<file path="config.mk">
export PLATFORM = sky130hd
export DESIGN_NAME = iff_chunk_scanner_unit
export DESIGN_NICKNAME = d
export VERILOG_FILES = /design/src/rtl/iffcs_pkg.sv /design/src/rtl/iff_chunk_scanner_unit.sv
export SDC_FILE = /design/constraint.sdc
export NUM_CORES = 1
export LEC_CHECK = 0
export ABC_CLOCK_PERIOD_IN_PS = 28500
export BUFFER_PORTS_ARGS = -buffer_cell sky130_fd_sc_hd__buf_4
export CAP_MARGIN = 15
export CORE_MARGIN = 5
export CORE_UTILIZATION = 40
export DETAILED_ROUTE_END_ITERATION = 10
export GPL_ROUTABILITY_DRIVEN = 0
export PLACE_DENSITY = 0.6
export SETUP_SLACK_MARGIN = 0.1
export SYNTH_ARGS = -nofsm -noshare
export SYNTH_HDL_FRONTEND = slang
export SYNTH_SLANG_ARGS = --single-unit
</file>
<file path="constraint.sdc">
create_clock -name clk -period 28.5 [get_ports clk]
set_input_delay 5.7 -clock clk [delete_from_list [all_inputs] [get_ports clk]]
set_output_delay 5.7 -clock clk [all_outputs]
set_load 0.02 [all_outputs]
</file>
<file path="src/rtl/iffcs_pkg.sv">
// Package for the container chunk scanner: field widths, scan phases,
// the known chunk tags and the tag lookup function.
// No dependencies; used by iff_chunk_scanner_unit.
package iffcs_pkg;

  // Fixed field widths
  localparam int unsigned BYTE_W   = 8;
  localparam int unsigned LENGTH_W = 24;
  localparam int unsigned OFFSET_W = 24;
  localparam int unsigned KIND_W   = 2;
  localparam int unsigned SHIFT_W  = 32;
  localparam int unsigned COUNT_W  = 4;

  // Default width of the byte position counter
  localparam int unsigned POSITION_BITS_DEF = 24;

  // Header lengths in bytes
  localparam logic [COUNT_W-1:0] FORM_HEADER_BYTES  = COUNT_W'(12);
  localparam logic [COUNT_W-1:0] CHUNK_HEADER_BYTES = COUNT_W'(8);
  localparam logic [COUNT_W-1:0] TAG_BYTES          = COUNT_W'(4);
  localparam logic [COUNT_W-1:0] TAG_LAST_BYTE      = COUNT_W'(3);

  // Scan phase; the unused code behaves like the form header phase
  typedef enum logic [1:0] {
    PH_FORM   = 2'd0,
    PH_HEADER = 2'd1,
    PH_SKIP   = 2'd2
  } phase_t;

  // Chunk kinds reported on the result channel
  typedef enum logic [KIND_W-1:0] {
    KIND_ATU8 = 2'd0,
    KIND_CODE = 2'd1,
    KIND_LOCT = 2'd2,
    KIND_IMPT = 2'd3
  } kind_t;

  // Known tags, big-endian ASCII
  localparam logic [SHIFT_W-1:0] TAG_ATU8 = 32'h4174_5538;
  localparam logic [SHIFT_W-1:0] TAG_CODE = 32'h436F_6465;
  localparam logic [SHIFT_W-1:0] TAG_LOCT = 32'h4C6F_6354;
  localparam logic [SHIFT_W-1:0] TAG_IMPT = 32'h496D_7054;

  typedef struct packed {
    logic  hit;
    kind_t kind;
  } tag_match_t;

  // Compare a full tag against the four known ones
  function automatic tag_match_t match_tag(input logic [SHIFT_W-1:0] tag);
    tag_match_t m;
    m.hit  = 1'b1;
    m.kind = KIND_ATU8;
    if (tag == TAG_ATU8) begin
      m.kind = KIND_ATU8;
    end else if (tag == TAG_CODE) begin
      m.kind = KIND_CODE;
    end else if (tag == TAG_LOCT) begin
      m.kind = KIND_LOCT;
    end else if (tag == TAG_IMPT) begin
      m.kind = KIND_IMPT;
    end else begin
      m.hit = 1'b0;
    end
    return m;
  endfunction

  // Round a chunk size up to a multiple of 4, saturating at all ones
  function automatic logic [SHIFT_W-1:0] round_skip(input logic [SHIFT_W-1:0] size);
    logic [SHIFT_W:0] r;
    r = ({1'b0, size} + (SHIFT_W+1)'(3)) & ~((SHIFT_W+1)'(3));
    return r[SHIFT_W] ? {SHIFT_W{1'b1}} : r[SHIFT_W-1:0];
  endfunction

endpackage

</file>
<file path="src/rtl/iff_chunk_scanner_unit.sv">
// Chunk scanner for IFF-style container files, top level.
// Depends on iffcs_pkg for widths, phases, tags and the tag lookup.
//
// Takes one file byte per word and reports every AtU8, Code, LocT or ImpT
// chunk with its kind and the position of its header. The scan state advances
// on the clock edge that accepts the byte, and a match is written into a
// single result register on that same edge, so a result is offered the cycle
// after its fourth tag byte. A byte can be accepted in every cycle; in_stall
// is raised only while the result register holds a word and out_stall holds it
// there. The form header is skipped unchecked, bodies are skipped with padding
// to 4 bytes, bytes at or past file_length are dropped, and in_start_of_file
// restarts the scan at zero. The user must write file_length through the cfg
// port while no bytes are in flight; the block does not enforce it.
module iff_chunk_scanner_unit #(
  parameter int unsigned POSITION_BITS = iffcs_pkg::POSITION_BITS_DEF
) (
  input  logic                            clk,
  input  logic                            rst_n,
  // byte stream
  input  logic                            in_valid,
  output logic                            in_stall,
  input  logic [iffcs_pkg::BYTE_W-1:0]    in_data_byte,
  input  logic                            in_start_of_file,
  // chunk reports
  output logic                            out_valid,
  input  logic                            out_stall,
  output logic [iffcs_pkg::KIND_W-1:0]    out_chunk_kind,
  output logic [iffcs_pkg::OFFSET_W-1:0]  out_chunk_offset,
  // file length register
  input  logic                            cfg_valid,
  output logic                            cfg_ready,
  input  logic [iffcs_pkg::LENGTH_W-1:0]  cfg_file_length
);

  localparam int unsigned SW    = iffcs_pkg::SHIFT_W;
  localparam int unsigned CW    = iffcs_pkg::COUNT_W;
  localparam int unsigned CMP_W = (POSITION_BITS > iffcs_pkg::LENGTH_W) ?
                                  POSITION_BITS : iffcs_pkg::LENGTH_W;

  // Registers
  logic [iffcs_pkg::LENGTH_W-1:0] file_length_r;
  logic [POSITION_BITS-1:0]       pos_r, pos_nxt;
  iffcs_pkg::phase_t              phase_r, phase_nxt;
  logic [CW-1:0]                  cnt_r, cnt_nxt;
  logic [SW-1:0]                  tag_r, tag_nxt;
  logic [SW-1:0]                  size_r, size_nxt;
  logic [SW-1:0]                  skip_r, skip_nxt;
  logic [iffcs_pkg::OFFSET_W-1:0] cstart_r, cstart_nxt;
  logic                           out_valid_r, out_valid_nxt;
  iffcs_pkg::kind_t               out_kind_r, out_kind_nxt;
  logic [iffcs_pkg::OFFSET_W-1:0] out_off_r, out_off_nxt;

  // Combinational helpers
  logic                           accept;
  logic                           active;
  logic                           hit;
  iffcs_pkg::kind_t               hit_kind;
  logic [POSITION_BITS-1:0]       pos_eff;
  iffcs_pkg::phase_t              phase_eff;
  logic [CW-1:0]                  cnt_eff, cnt_inc;
  logic [SW-1:0]                  tag_eff, size_eff, skip_eff, skip_dec, tag_cat;
  logic [iffcs_pkg::OFFSET_W-1:0] cstart_eff;
  logic [CMP_W-1:0]               pos_cmp;
  iffcs_pkg::tag_match_t          tm;

  // Handshakes: stall only while a held result cannot move on
  assign cfg_ready = 1'b1;
  assign in_stall  = out_valid_r & out_stall;
  assign accept    = in_valid & ~in_stall;

  assign out_valid        = out_valid_r;
  assign out_chunk_kind   = out_kind_r;
  assign out_chunk_offset = out_off_r;

  // Configuration register
  always_ff @(posedge clk) begin
    if (!rst_n) begin
      file_length_r <= '0;
    end else if (cfg_valid && cfg_ready) begin
      file_length_r <= cfg_file_length;
    end
  end

  // Scan state update for one byte
  always_comb begin
    // start of file clears the scan before the byte is handled
    pos_eff    = in_start_of_file ? '0 : pos_r;
    phase_eff  = in_start_of_file ? iffcs_pkg::PH_FORM : phase_r;
    cnt_eff    = in_start_of_file ? '0 : cnt_r;
    tag_eff    = in_start_of_file ? '0 : tag_r;
    size_eff   = in_start_of_file ? '0 : size_r;
    skip_eff   = in_start_of_file ? '0 : skip_r;
    cstart_eff = in_start_of_file ? '0 : cstart_r;

    pos_cmp  = CMP_W'(pos_eff);
    active   = pos_cmp < CMP_W'(file_length_r);
    cnt_inc  = cnt_eff + CW'(1);
    tag_cat  = {tag_eff[SW-9:0], in_data_byte};
    tm       = iffcs_pkg::match_tag(tag_cat);
    skip_dec = (skip_eff != '0) ? skip_eff - SW'(1) : skip_eff;
    hit      = 1'b0;
    hit_kind = tm.kind;

    pos_nxt    = pos_eff;
    phase_nxt  = phase_eff;
    cnt_nxt    = cnt_eff;
    tag_nxt    = tag_eff;
    size_nxt   = size_eff;
    skip_nxt   = skip_eff;
    cstart_nxt = cstart_eff;

    if (active) begin
      pos_nxt = pos_eff + POSITION_BITS'(1);
      case (phase_eff)
        iffcs_pkg::PH_HEADER: begin
          if (cnt_eff == '0) begin
            cstart_nxt = pos_cmp[iffcs_pkg::OFFSET_W-1:0];
          end
          if (cnt_eff < iffcs_pkg::TAG_BYTES) begin
            tag_nxt = tag_cat;
            if (cnt_eff == iffcs_pkg::TAG_LAST_BYTE) begin
              hit = tm.hit;
            end
          end else begin
            size_nxt = {size_eff[SW-9:0], in_data_byte};
          end
          cnt_nxt = cnt_inc;
          if (cnt_inc >= iffcs_pkg::CHUNK_HEADER_BYTES) begin
            cnt_nxt   = '0;
            skip_nxt  = iffcs_pkg::round_skip(size_nxt);
            phase_nxt = (skip_nxt == '0) ? iffcs_pkg::PH_HEADER : iffcs_pkg::PH_SKIP;
          end
        end
        iffcs_pkg::PH_SKIP: begin
          skip_nxt = skip_dec;
          if (skip_dec == '0) begin
            phase_nxt = iffcs_pkg::PH_HEADER;
            cnt_nxt   = '0;
          end
        end
        default: begin
          // form header, and the unused phase code
          cnt_nxt = cnt_inc;
          if (cnt_inc >= iffcs_pkg::FORM_HEADER_BYTES) begin
            cnt_nxt   = '0;
            phase_nxt = iffcs_pkg::PH_HEADER;
          end
        end
      endcase
    end
  end

  // Scan state registers
  always_ff @(posedge clk) begin
    if (!rst_n) begin
      pos_r    <= '0;
      phase_r  <= iffcs_pkg::PH_FORM;
      cnt_r    <= '0;
      tag_r    <= '0;
      size_r   <= '0;
      skip_r   <= '0;
      cstart_r <= '0;
    end else if (accept) begin
      pos_r    <= pos_nxt;
      phase_r  <= phase_nxt;
      cnt_r    <= cnt_nxt;
      tag_r    <= tag_nxt;
      size_r   <= size_nxt;
      skip_r   <= skip_nxt;
      cstart_r <= cstart_nxt;
    end
  end

  // Result register: load on a match, drain when taken
  always_comb begin
    out_valid_nxt = out_valid_r;
    out_kind_nxt  = out_kind_r;
    out_off_nxt   = out_off_r;
    if (accept && hit) begin
      out_valid_nxt = 1'b1;
      out_kind_nxt  = hit_kind;
      out_off_nxt   = cstart_eff;
    end else if (!out_stall) begin
      out_valid_nxt = 1'b0;
    end
  end

  always_ff @(posedge clk) begin
    if (!rst_n) begin
      out_valid_r <= 1'b0;
    end else begin
      out_valid_r <= out_valid_nxt;
    end
    out_kind_r <= out_kind_nxt;
    out_off_r  <= out_off_nxt;
  end

  // Checks on the scan state
  a_form_count: assert property (@(posedge clk) disable iff (!rst_n)
    (phase_r == iffcs_pkg::PH_FORM) |-> (cnt_r < iffcs_pkg::FORM_HEADER_BYTES))
    else $error("form header count out of range");

  a_header_count: assert property (@(posedge clk) disable iff (!rst_n)
    (phase_r == iffcs_pkg::PH_HEADER) |-> (cnt_r < iffcs_pkg::CHUNK_HEADER_BYTES))
    else $error("chunk header count out of range");

  a_skip_nonzero: assert property (@(posedge clk) disable iff (!rst_n)
    (phase_r == iffcs_pkg::PH_SKIP) |-> (skip_r != '0))
    else $error("skip phase with nothing left to skip");

  a_result_cause: assert property (@(posedge clk) disable iff (!rst_n)
    (out_valid_r && !$past(out_valid_r && out_stall)) |->
      $past(in_valid && !in_stall))
    else $error("result word without an accepted byte");

endmodule

</file>
==> summary.txt, run 1 <==
Clock Skews -> 0.0121 ns
CTS tree -> done
CP Class -> input port to output port
Die Span Y -> 185 um
Pre-antenna DRT Iters -> 5
layout cells sized above 1 -> 11.7%
ys async rst share -> 0%
Rel. slew slack -> 24.2%
PortBufs -> 65
CTS max path bufs -> 2
period utilization -> 41.5%
Initial DRC Count -> 1151
GRT Overall Usage -> 22.7%
pin count of the biggest net entering global routing -> 68
post-route insts no fill -> 1923
post-CTS resize count -> 0
Inst Count DP -> 1889
cts hold-fix bufs -> 0
Yosys top cell by area -> dfxtp_1
total grt overflow -> 0
initial antenna violation count -> 0
DP Area -> 13000 um^2
CTS Buf Count -> 17
Root Buffer -> clkbuf_16
post-synthesis register bit count -> 193
library cells used by synthesis -> 91
row cnt -> 64
Layout Nets -> 1581
Post-Route WL -> 39.3 mm
Initial Utilization -> 40.3%
diodes inserted -> 0
Critical Path Start -> out_stall
ys flop type -> dfxtp_1
most common cell after layout, fill and taps aside -> nand2_1
RSZ-0062 raised after global routing -> no
area of the multi-input gates -> 7550 um^2
Post-CTS Setup Bufs -> 0
clk sink count -> 193
Post-DRT Antenna Nets -> 0
R2R setup slack -> 24.19 ns
Worst Reg-to-Reg Cells -> 9
number of global-route vias before repair -> 11200
syn_nets -> 1584
clock-pin slew on the worst setup and hold paths -> 0.07 ns
startpoint types -> input port
reg2reg end -> phase_r[1]
CP arrival -> 6.12 ns
die area -> 34200 um^2
register area share after synthesis -> 33.6%
design area -> 13600 um^2
Max Slew Vio Count -> 0
Filler Cell Count -> 3046
Die X -> 185 um
peak supply drop -> 40.1 uV
Yosys top cell area share -> 27.3%
status -> finished, final reports clean
worst setup path end -> in_stall
Leakage Power -> 4.80 nW
DRC -> 0
total number of vias -> 11900
fmax -> 84.6 MHz
post-detail-place hpwl -> 27.1 mm
WL/cell -> 20.4 um
register area -> 4120 um^2
Syn Area/Cell -> 8.08 um^2
first-pass GRT wire length -> 62.5 mm
Tmin final -> 11.82 ns
Power per Cell Area -> 42.3 nW/um^2
Synth Warn # -> 0
commonest non-fill, non-tap cells in the layout -> nand2_1, dfxtp_1, o21ai_0, nor2_1, buf_4
number of flops mapped to enable cells by yosys -> 26
Placeable Area -> 30400 um^2
HP Class -> flip-flop to flip-flop
crit-path max FO -> 3
synth top area cells -> dfxtp_1, edfxtp_1, a22o_1
R2R Path Start -> skip_r[3]
Worst Hold Slack -> 0.460 ns
worst-margin pin slew -> 1.14 ns
total negative setup slack -> 0 ns
Final Hold Fails -> 0
worst skew pair latency -> 0.46 ns
Synth Instances -> 1517
Max-cap violations -> 0
Worst EP required -> 22.80 ns
total power after layout -> 576 uW
final setup fails -> 0
cell area after synthesis -> 12300 um^2
H-Tree Depth -> 4
vias per cell -> 6.19
Area growth, synth to finish -> 11.1%
Setup crit end kind -> output port
Ports -> 67
## report_power, final
part | switching, mW | internal, mW | leakage [nW]
Combinational | 0.0388 | 0.0203 | 2.99
Clock | 0.120 | 0.116 | 0.268
Sequential | 0.00294 | 0.278 | 1.54
## kinds of logic after synthesis
kind of cell    count (synthesis)  synth area share, %
flops                         193                 33.6
mux                            39                 3.22
compound gates                460                 26.5
simple gates                  594                 25.7
xor+xnor                       38                 2.72
fa+ha+maj                      29                 2.96
other cells                     1               0.0306
buf+inv                       163                 5.25
## per-layer routing
| layer | GRT usage, % | vias up | part of all wire (%) |
|---|---|---|---|
| met5 | 0 | - | 0 |
| li1 | - | 5657 | - |
| met3 | 3.93 | 66 | 6.2 |
| met2 | 36.8 | 437 | 47 |
| met1 | 30.6 | 5747 | 44 |
| met4 | 8.10 | 0 | 3.3 |
## final cells by class
cell class,instances,area share (%)
clock buffers,18,3.15
clock inverters,14,1.12
inverters,49,1.35
multi-input cells,1161,55.4
flip-flops and latches,193,30.3
well taps,396,3.64
repair buffers,92,5.08
## metrics by stage
stage               setup WS, ns  util [%]
floorplan                  14.00         -
global placement           16.69      42.8
detailed placement         16.70      42.8
CTS                        16.69      44.7
global route               16.65      44.8
finish                     16.68      44.8
## registers in the layout (all words and copies together), names as in the netlist
signal and flops:
skip_r 32, cstart_r 24, pos_r 24, out_chunk_offset 24, file_length_r 24, phase_r 2
size_r 32, out_chunk_kind 2, cnt_r 4, out_valid 1, tag_r 24
## critical path, cell delays in order
cell and delay, ns:
buf_4 0.11, nand2_1 0.09, inv_1 0.07, buf_4 0.15
## worst min-delay path by stage
stage                     cells past startpoint          to        from  slack, ns
final                                         1  size_r[24]  size_r[24]       0.46
after global routing                          1   tag_r[22]   tag_r[22]       0.48
after CTS                                     1  size_r[24]  size_r[24]       0.46
after detailed placement                      1  size_r[24]  size_r[24]       0.45
after global placement                        1  size_r[24]  size_r[24]       0.44
after floorplan                               1  size_r[24]  size_r[24]       0.43
## Yosys cell counts (9+ instances only)
library cell / instances
a211oi_1: 10
a21boi_0: 23
a21o_1: 13
a21oi_1: 67
a22o_1: 73
a31o_2: 9
a31oi_1: 21
and2_1: 14
and3_1: 18
buf_1: 12
buf_2: 10
clkbuf_1: 89
dfxtp_1: 167
edfxtp_1: 26
ha_1: 29
inv_1: 47
mux2i_1: 36
nand2_1: 170
nand3_1: 35
nand4_1: 18
nor2_1: 93
nor2b_1: 65
nor3_1: 43
nor4_1: 47
nor4b_1: 12
o211ai_1: 19
o21a_1: 14
o21ai_0: 103
o221ai_1: 18
or2_2: 9
or3_1: 9
or4_1: 9
xnor2_1: 18
xor2_1: 20
Power figures use the tool's default switching activity.
==> inputs of run 2 (changes only) <==
--- a/config.mk
+++ b/config.mk
@@ -5,7 +5,7 @@
 export SDC_FILE = /design/constraint.sdc
 export NUM_CORES = 1
 export LEC_CHECK = 0
-export ABC_CLOCK_PERIOD_IN_PS = 28500
+export ABC_CLOCK_PERIOD_IN_PS = 11300
 export BUFFER_PORTS_ARGS = -buffer_cell sky130_fd_sc_hd__buf_4
 export CAP_MARGIN = 15
 export CORE_MARGIN = 5
==> constraint.sdc (replaced) <==
create_clock -name clk -period 11.3 [get_ports clk]
set_input_delay 2.26 -clock clk [delete_from_list [all_inputs] [get_ports clk]]
set_output_delay 2.26 -clock clk [all_outputs]
set_load 0.02 [all_outputs]
==> run 2 against run 1 <==
  * Non-clock buffer count fell by 2
  * First-iteration DRC count rose by 7.3%
  * Critical endpoint is now phase_r[1]
  * Flip-flop and latch count did not move
  * Sequential power rose to 2.5 times the previous value
  * Final cell count fell by 0.10%
  * Final area fell by 0.13%
  * Combinational power rose to 2.5 times the previous value
  * Worst setup slack got worse by 12 ns
  * Utilization fell by 0.058 points
  * Sequential share of layout area barely moved
  * Power rose to 2.5 times the previous value
  * Clock power rose to 2.5 times the previous value
==> summary.txt, run 2 (same netlist as run 1, synthesis figures left out) <==
Tmin final -> 6.68 ns
diodes inserted -> 0 (unchanged)
Root Buffer -> clkbuf_16
clock-pin slew on the worst setup and hold paths -> 0.08 ns (about the same)
vias per cell -> 6.27 (+1.3%)
Max Slew Vio Count -> 0 (unchanged)
post-CTS resize count -> 0 (unchanged)
total number of vias -> 12000 (+1.2%)
period utilization -> 59.2%
total grt overflow -> 0 (unchanged)
Post-Route WL -> 40.4 mm (+2.9%)
Ports -> 67 (unchanged)
clk sink count -> 193 (unchanged)
Inst Count DP -> 1888 (-0.053%)
RSZ-0062 raised after global routing -> no
layout cells sized above 1 -> 11.6% (-0.12 points)
Gate power share -> 10.3% (about the same)
die area -> 34200 um^2 (unchanged)
post-route insts no fill -> 1921 (-0.10%)
PortBufs -> 65 (unchanged)
DP Area -> 13000 um^2 (about the same)
initial antenna violation count -> 0 (unchanged)
design area -> 13600 um^2 (-0.13%)
H-Tree Depth -> 4 (unchanged)
worst-margin pin slew -> 1.23 ns (+0.0912 ns)
Largest regs -> size_r x32, skip_r x32
Setup crit end kind -> flip-flop
Seq pwr share -> 48.6% (about the same)
CTS tree -> done
most common cell after layout, fill and taps aside -> nand2_1
total power after layout -> 1.46 mW (+150%)
final setup fails -> 0 (unchanged)
Initial Utilization -> 40.3% (unchanged)
cts hold-fix bufs -> 0 (unchanged)
Power per Cell Area -> 107 nW/um^2 (+150%)
GRT Overall Usage -> 23.2% (+0.51 points)
number of global-route vias before repair -> 11400 (+1.8%)
total negative setup slack -> 0 ns (unchanged)
Leakage Power -> 4.80 nW (+0.19%)
fmax -> 150 MHz
Pre-antenna DRT Iters -> 5 (unchanged)
HP Class -> flip-flop to flip-flop
Clock Skews -> 0.0149 ns (+0.00280 ns)
Post-DRT Antenna Nets -> 0 (unchanged)
status -> finished, final reports clean
Final Hold Fails -> 0 (unchanged)
worst skew pair latency -> 0.46 ns (about the same)
commonest non-fill, non-tap cells in the layout -> nand2_1, dfxtp_1, o21ai_0, nor2_1, buf_4
Placeable Area -> 30400 um^2 (unchanged)
Post-CTS Setup Bufs -> 0 (unchanged)
Die X -> 185 um (unchanged)
Rel. slew slack -> 17.5% (-6.7 points)
crit-path max FO -> 61 (+58)
Initial DRC Count -> 1235 (+7.3%)
Switch Pwr -> 407 uW (+150%)
WL/cell -> 21.0 um (+3.0%)
Worst Hold Slack -> 0.467 ns (+0.00704 ns)
Area growth, synth to finish -> 11.0%
peak supply drop -> 106 uV (+170%)
Die Span Y -> 185 um (unchanged)
Worst EP required -> 11.68 ns (-11.12 ns)
Layout Nets -> 1579 (-0.13%)
Pint -> 1.05 mW (+150%)
row cnt -> 64 (unchanged)
sw frac -> 28.0% (-0.088 points)
post-detail-place hpwl -> 28.3 mm (+4.4%)
DRC -> 0 (unchanged)
startpoint types -> input port
CTS Buf Count -> 17 (unchanged)
Max-cap violations -> 0 (unchanged)
CTS max path bufs -> 2 (unchanged)
pin count of the biggest net entering global routing -> 66 (-2.9%)
first-pass GRT wire length -> 63.9 mm (+2.2%)
CP Class -> input port to flip-flop
CP arrival -> 7.06 ns (+0.94 ns)
Clk network pwr share -> 41.1% (about the same)
run 2: routing by layer:
layer / global-route usage [%] / wire [um] / up-vias
li1: - / - / 5632
met5: 0 / 0 / -
met1: 30.6 / 17100 / 5774
met3: 3.97 / 2970 / 96
met2: 37.5 / 18600 / 546
met4: 10.4 / 1720 / 0
run 2: critical path: stages:
cell and delay, ns:
buf_4 0.50, inv_1 0.47, buf_4 0.39, nand2_1 0.15, ha_1 0.44, a21boi_0 0.35, nand4_1 0.51, and2_1 0.38
a311oi_1 0.42, nor3_1 0.16, a311oi_1 0.49, o21ai_1 0.22, o211ai_1 0.24
run 2: worst paths after layout:
check / startpoint / endpoint / slack (ns) / depth (start not counted)
hold reg to reg: size_r[24] / size_r[24] / 0.47 / 1
hold / removal: size_r[24] / size_r[24] / 0.47 / 1
setup / recovery: in_start_of_file / phase_r[1] / 4.62 / 13
setup reg to reg: pos_r[17] / cstart_r[14] / 7.02 / 12
run 2: layout make-up:
| cell class | count | area, um^2 |
|---|---|---|
| Clock inverter | 13 | 125 |
| Fill cell | 3072 | 16800 |
| Sequential cell | 193 | 4120 |
| Tap cell | 396 | 495 |
| Clock buffer | 19 | 443 |
| Inverter | 49 | 184 |
| Timing Repair Buffer | 90 | 688 |
| Multi-Input combinational cell | 1161 | 7550 |
run 2: power by group through the flow:
| stage | registers [mW] | clock network [mW] | logic [mW] |
|---|---|---|---|
| finish | 0.708 | 0.598 | 0.149 |
| global route | 0.709 | 0.636 | 0.162 |
| CTS | 0.708 | 0.606 | 0.146 |
| detailed placement | 0.724 | 0 | 0.145 |
| global placement | 0.723 | 0 | 0.144 |
| floorplan | 0.720 | 0 | 0.0995 |
run 2: per-stage QoR:
stage / util [%] / setup slack, ns
finish: 44.7 / 4.62
CTS: 44.7 / 4.75
detailed placement: 42.8 / 4.28
global route: 44.7 / 4.26
floorplan: - / 0.243
global placement: 42.8 / 4.42
==> inputs of run 3 (changes only) <==
--- a/config.mk
+++ b/config.mk
@@ -5,14 +5,14 @@
 export SDC_FILE = /design/constraint.sdc
 export NUM_CORES = 1
 export LEC_CHECK = 0
-export ABC_CLOCK_PERIOD_IN_PS = 11300
+export ABC_CLOCK_PERIOD_IN_PS = 5800
 export BUFFER_PORTS_ARGS = -buffer_cell sky130_fd_sc_hd__buf_4
 export CAP_MARGIN = 15
 export CORE_MARGIN = 5
 export CORE_UTILIZATION = 40
 export DETAILED_ROUTE_END_ITERATION = 10
 export GPL_ROUTABILITY_DRIVEN = 0
-export PLACE_DENSITY = 0.6
+export PLACE_DENSITY = 0.62
 export SETUP_SLACK_MARGIN = 0.1
 export SYNTH_ARGS = -nofsm -noshare
 export SYNTH_HDL_FRONTEND = slang
==> constraint.sdc (replaced) <==
create_clock -name clk -period 5.8 [get_ports clk]
set_input_delay 1.16 -clock clk [delete_from_list [all_inputs] [get_ports clk]]
set_output_delay 1.16 -clock clk [all_outputs]
set_load 0.02 [all_outputs]
==> run 3 against run 2 <==
  * Combinational power is 99% higher
  * Global-route usage is 0.95 points lower
  * Utilization is 0.61 points higher
  * Die area stayed put
  * Flip-flop and latch count stayed put
  * Non-clock buffer count is 13 higher
  * Critical path depth is 2 lower
  * Worst setup slack worse by 3.5 ns
==> summary.txt, run 3 (same netlist as run 1, synthesis figures left out) <==
DP Area -> 13100 um^2 (+0.99%)
H-Tree Depth -> 4 (unchanged)
most common cell after layout, fill and taps aside -> nand2_1
Area growth, synth to finish -> 12.5%
Inst Count DP -> 1901 (+0.69%)
Die Span Y -> 185 um (unchanged)
diodes inserted -> 0 (unchanged)
cts hold-fix bufs -> 0 (unchanged)
first-pass GRT wire length -> 61.8 mm (-3.3%)
area of the multi-input gates -> 7550 um^2 (about the same)
Final Util -> 45.3% (+0.61 points)
Power per Cell Area -> 213 nW/um^2 (+99%)
clock-pin slew on the worst setup and hold paths -> 0.08 ns (about the same)
Rel. slew slack -> 27.6% (+10 points)
CTS Buf Count -> 17 (unchanged)
commonest non-fill, non-tap cells in the layout -> nand2_1, dfxtp_1, o21ai_0, buf_4, nor2_1
PortBufs -> 65 (unchanged)
worst-margin pin slew -> 1.08 ns (-0.151 ns)
Root Buffer -> clkbuf_16
Layout Nets -> 1592 (+0.82%)
period utilization -> 80.7%
Worst Hold Path Cells -> 1 (unchanged)
post-detail-place hpwl -> 27.5 mm (-3.0%)
worst setup path end -> phase_r[1]
reg2reg end -> phase_r[1]
die area -> 34200 um^2 (unchanged)
Tmin final -> 4.68 ns
initial antenna violation count -> 0 (unchanged)
vias per cell -> 6.20 (-1.2%)
R2R setup slack -> 1.38 ns (-5.64 ns)
register area -> 4120 um^2 (unchanged)
slowest stage delay, CP -> 0.65 ns (+0.14 ns)
design area -> 13800 um^2 (+1.4%)
post-CTS resize count -> 0 (unchanged)
Initial Utilization -> 40.3% (unchanged)
Worst path top cell family by delay -> compound AO/OA/AOI/OAI gates
RSZ-0062 raised after global routing -> no
startpoint types -> input port
row cnt -> 64 (unchanged)
pin count of the biggest net entering global routing -> 68 (+3.0%)
HP Class -> flip-flop to flip-flop
Initial DRC Count -> 1350 (+9.3%)
fmax -> 214 MHz
clk sink count -> 193 (unchanged)
Worst Reg-to-Reg Cells -> 9 (-3)
CP max-delay cell -> or4_4
CP Class -> input port to flip-flop
GRT Overall Usage -> 22.3% (-0.95 points)
worst path bufs/invs -> 2 (-1)
wire length on met1 -> 17.4 mm (+1.7%)
Setup crit end kind -> flip-flop
Worst path depth -> 11 (-2)
DRC -> 0 (unchanged)
Worst EP required -> 6.13 ns (-5.55 ns)
Max Slew Vio Count -> 0 (unchanged)
status -> finished, final reports clean
critical path, cell by cell -> buf_4 -> buf_12 -> o21bai_1 -> o22a_1 -> or4_4 -> nor3_1 -> xor2_1 -> a2111oi_1 -> o2111ai_2 -> o41ai_2 -> o211ai_1
peak supply drop -> 199 uV (+87%)
final setup fails -> 0 (unchanged)
Post-DRT Antenna Nets -> 0 (unchanged)
Post-Route WL -> 39.1 mm (-3.3%)
worst slack, placed -> 0.769 ns (-3.51 ns)
Max-cap violations -> 0 (unchanged)
Clock Skews -> 0.0152 ns (+0.000261 ns)
Worst Slack Setup Final -> 1.12 ns (-3.50 ns)
CTS max path bufs -> 2 (unchanged)
Worst Hold Slack -> 0.463 ns (-0.00394 ns)
number of global-route vias before repair -> 11000 (-2.9%)
total power after layout -> 2.93 mW (+100%)
Placeable Area -> 30400 um^2 (unchanged)
Largest regs -> size_r x32, skip_r x32
Post-CTS Setup Bufs -> 0 (unchanged)
total number of vias -> 12000 (-0.51%)
CP arrival -> 5.01 ns (-2.05 ns)
WL/cell -> 20.2 um (-4.0%)
Final Hold Fails -> 0 (unchanged)
Die X -> 185 um (unchanged)
crit-path max FO -> 31 (-49%)
CTS tree -> done
total negative setup slack -> 0 ns (unchanged)
Critical Path Start -> in_start_of_file
Filler Cell Count -> 3002 (-2.3%)
met3 WL -> 3.05 mm (+2.7%)
Ports -> 67 (unchanged)
Routed met2 length -> 17.4 mm (-6.4%)
worst skew pair latency -> 0.46 ns (about the same)
total grt overflow -> 0 (unchanged)
Max Used Layer -> met4
layout cells sized above 1 -> 12.3% (+0.68 points)
Pre-antenna DRT Iters -> 6 (+1)
R2R Path Start -> cnt_r[3]
post-route insts no fill -> 1934 (+0.68%)
Leakage Power -> 4.90 nW (+1.9%)
-- run 3: cell count changes in the layout (fill, tap and decap cells not counted), sizes merged --
cell,previous run,this run
buf,90,103
clkbuf,19,17
clkinv,9,10
clkinvlp,1,0
inv,52,54
-- run 3: layer usage --
layer	global-route usage (%)	vias up
met5	0	-
met4	7.69	0
met3	4.22	83
met2	35.0	525
met1	30.8	5697
li1	-	5681
-- run 3: worst register-to-register path, delay by kind of cell, from the launching register on --
family | cells | cell delay, ns
AO/OA/AOI/OAI | 5 | 1.73
AND/OR/NAND/NOR | 3 | 1.63
flip-flops | 1 | 0.77
XOR/XNOR | 1 | 0.18
-- run 3: worst min-delay path by stage --
stage,start,to,slack (ns)
finish,size_r[24],size_r[24],0.46
global route,size_r[24],size_r[24],0.49
CTS,size_r[24],size_r[24],0.46
detailed placement,size_r[24],size_r[24],0.45
global placement,size_r[24],size_r[24],0.44
floorplan,size_r[24],size_r[24],0.43
-- run 3: cell type report --
cell class,instances,area share [%]
Clock buffer,17,3.08
Inverter,49,1.33
Multi-Input combinational cell,1161,54.8
Timing Repair Buffer,103,5.84
Tap cell,396,3.59
Clock inverter,15,1.49
Sequential cell,193,29.9
-- run 3: where the power goes --
| part | switching (mW) | internal, mW |
|---|---|---|
| clock network | 0.662 | 0.598 |
| registers | 0.0148 | 1.36 |
| logic | 0.191 | 0.104 |
| total | 0.868 | 2.07 |
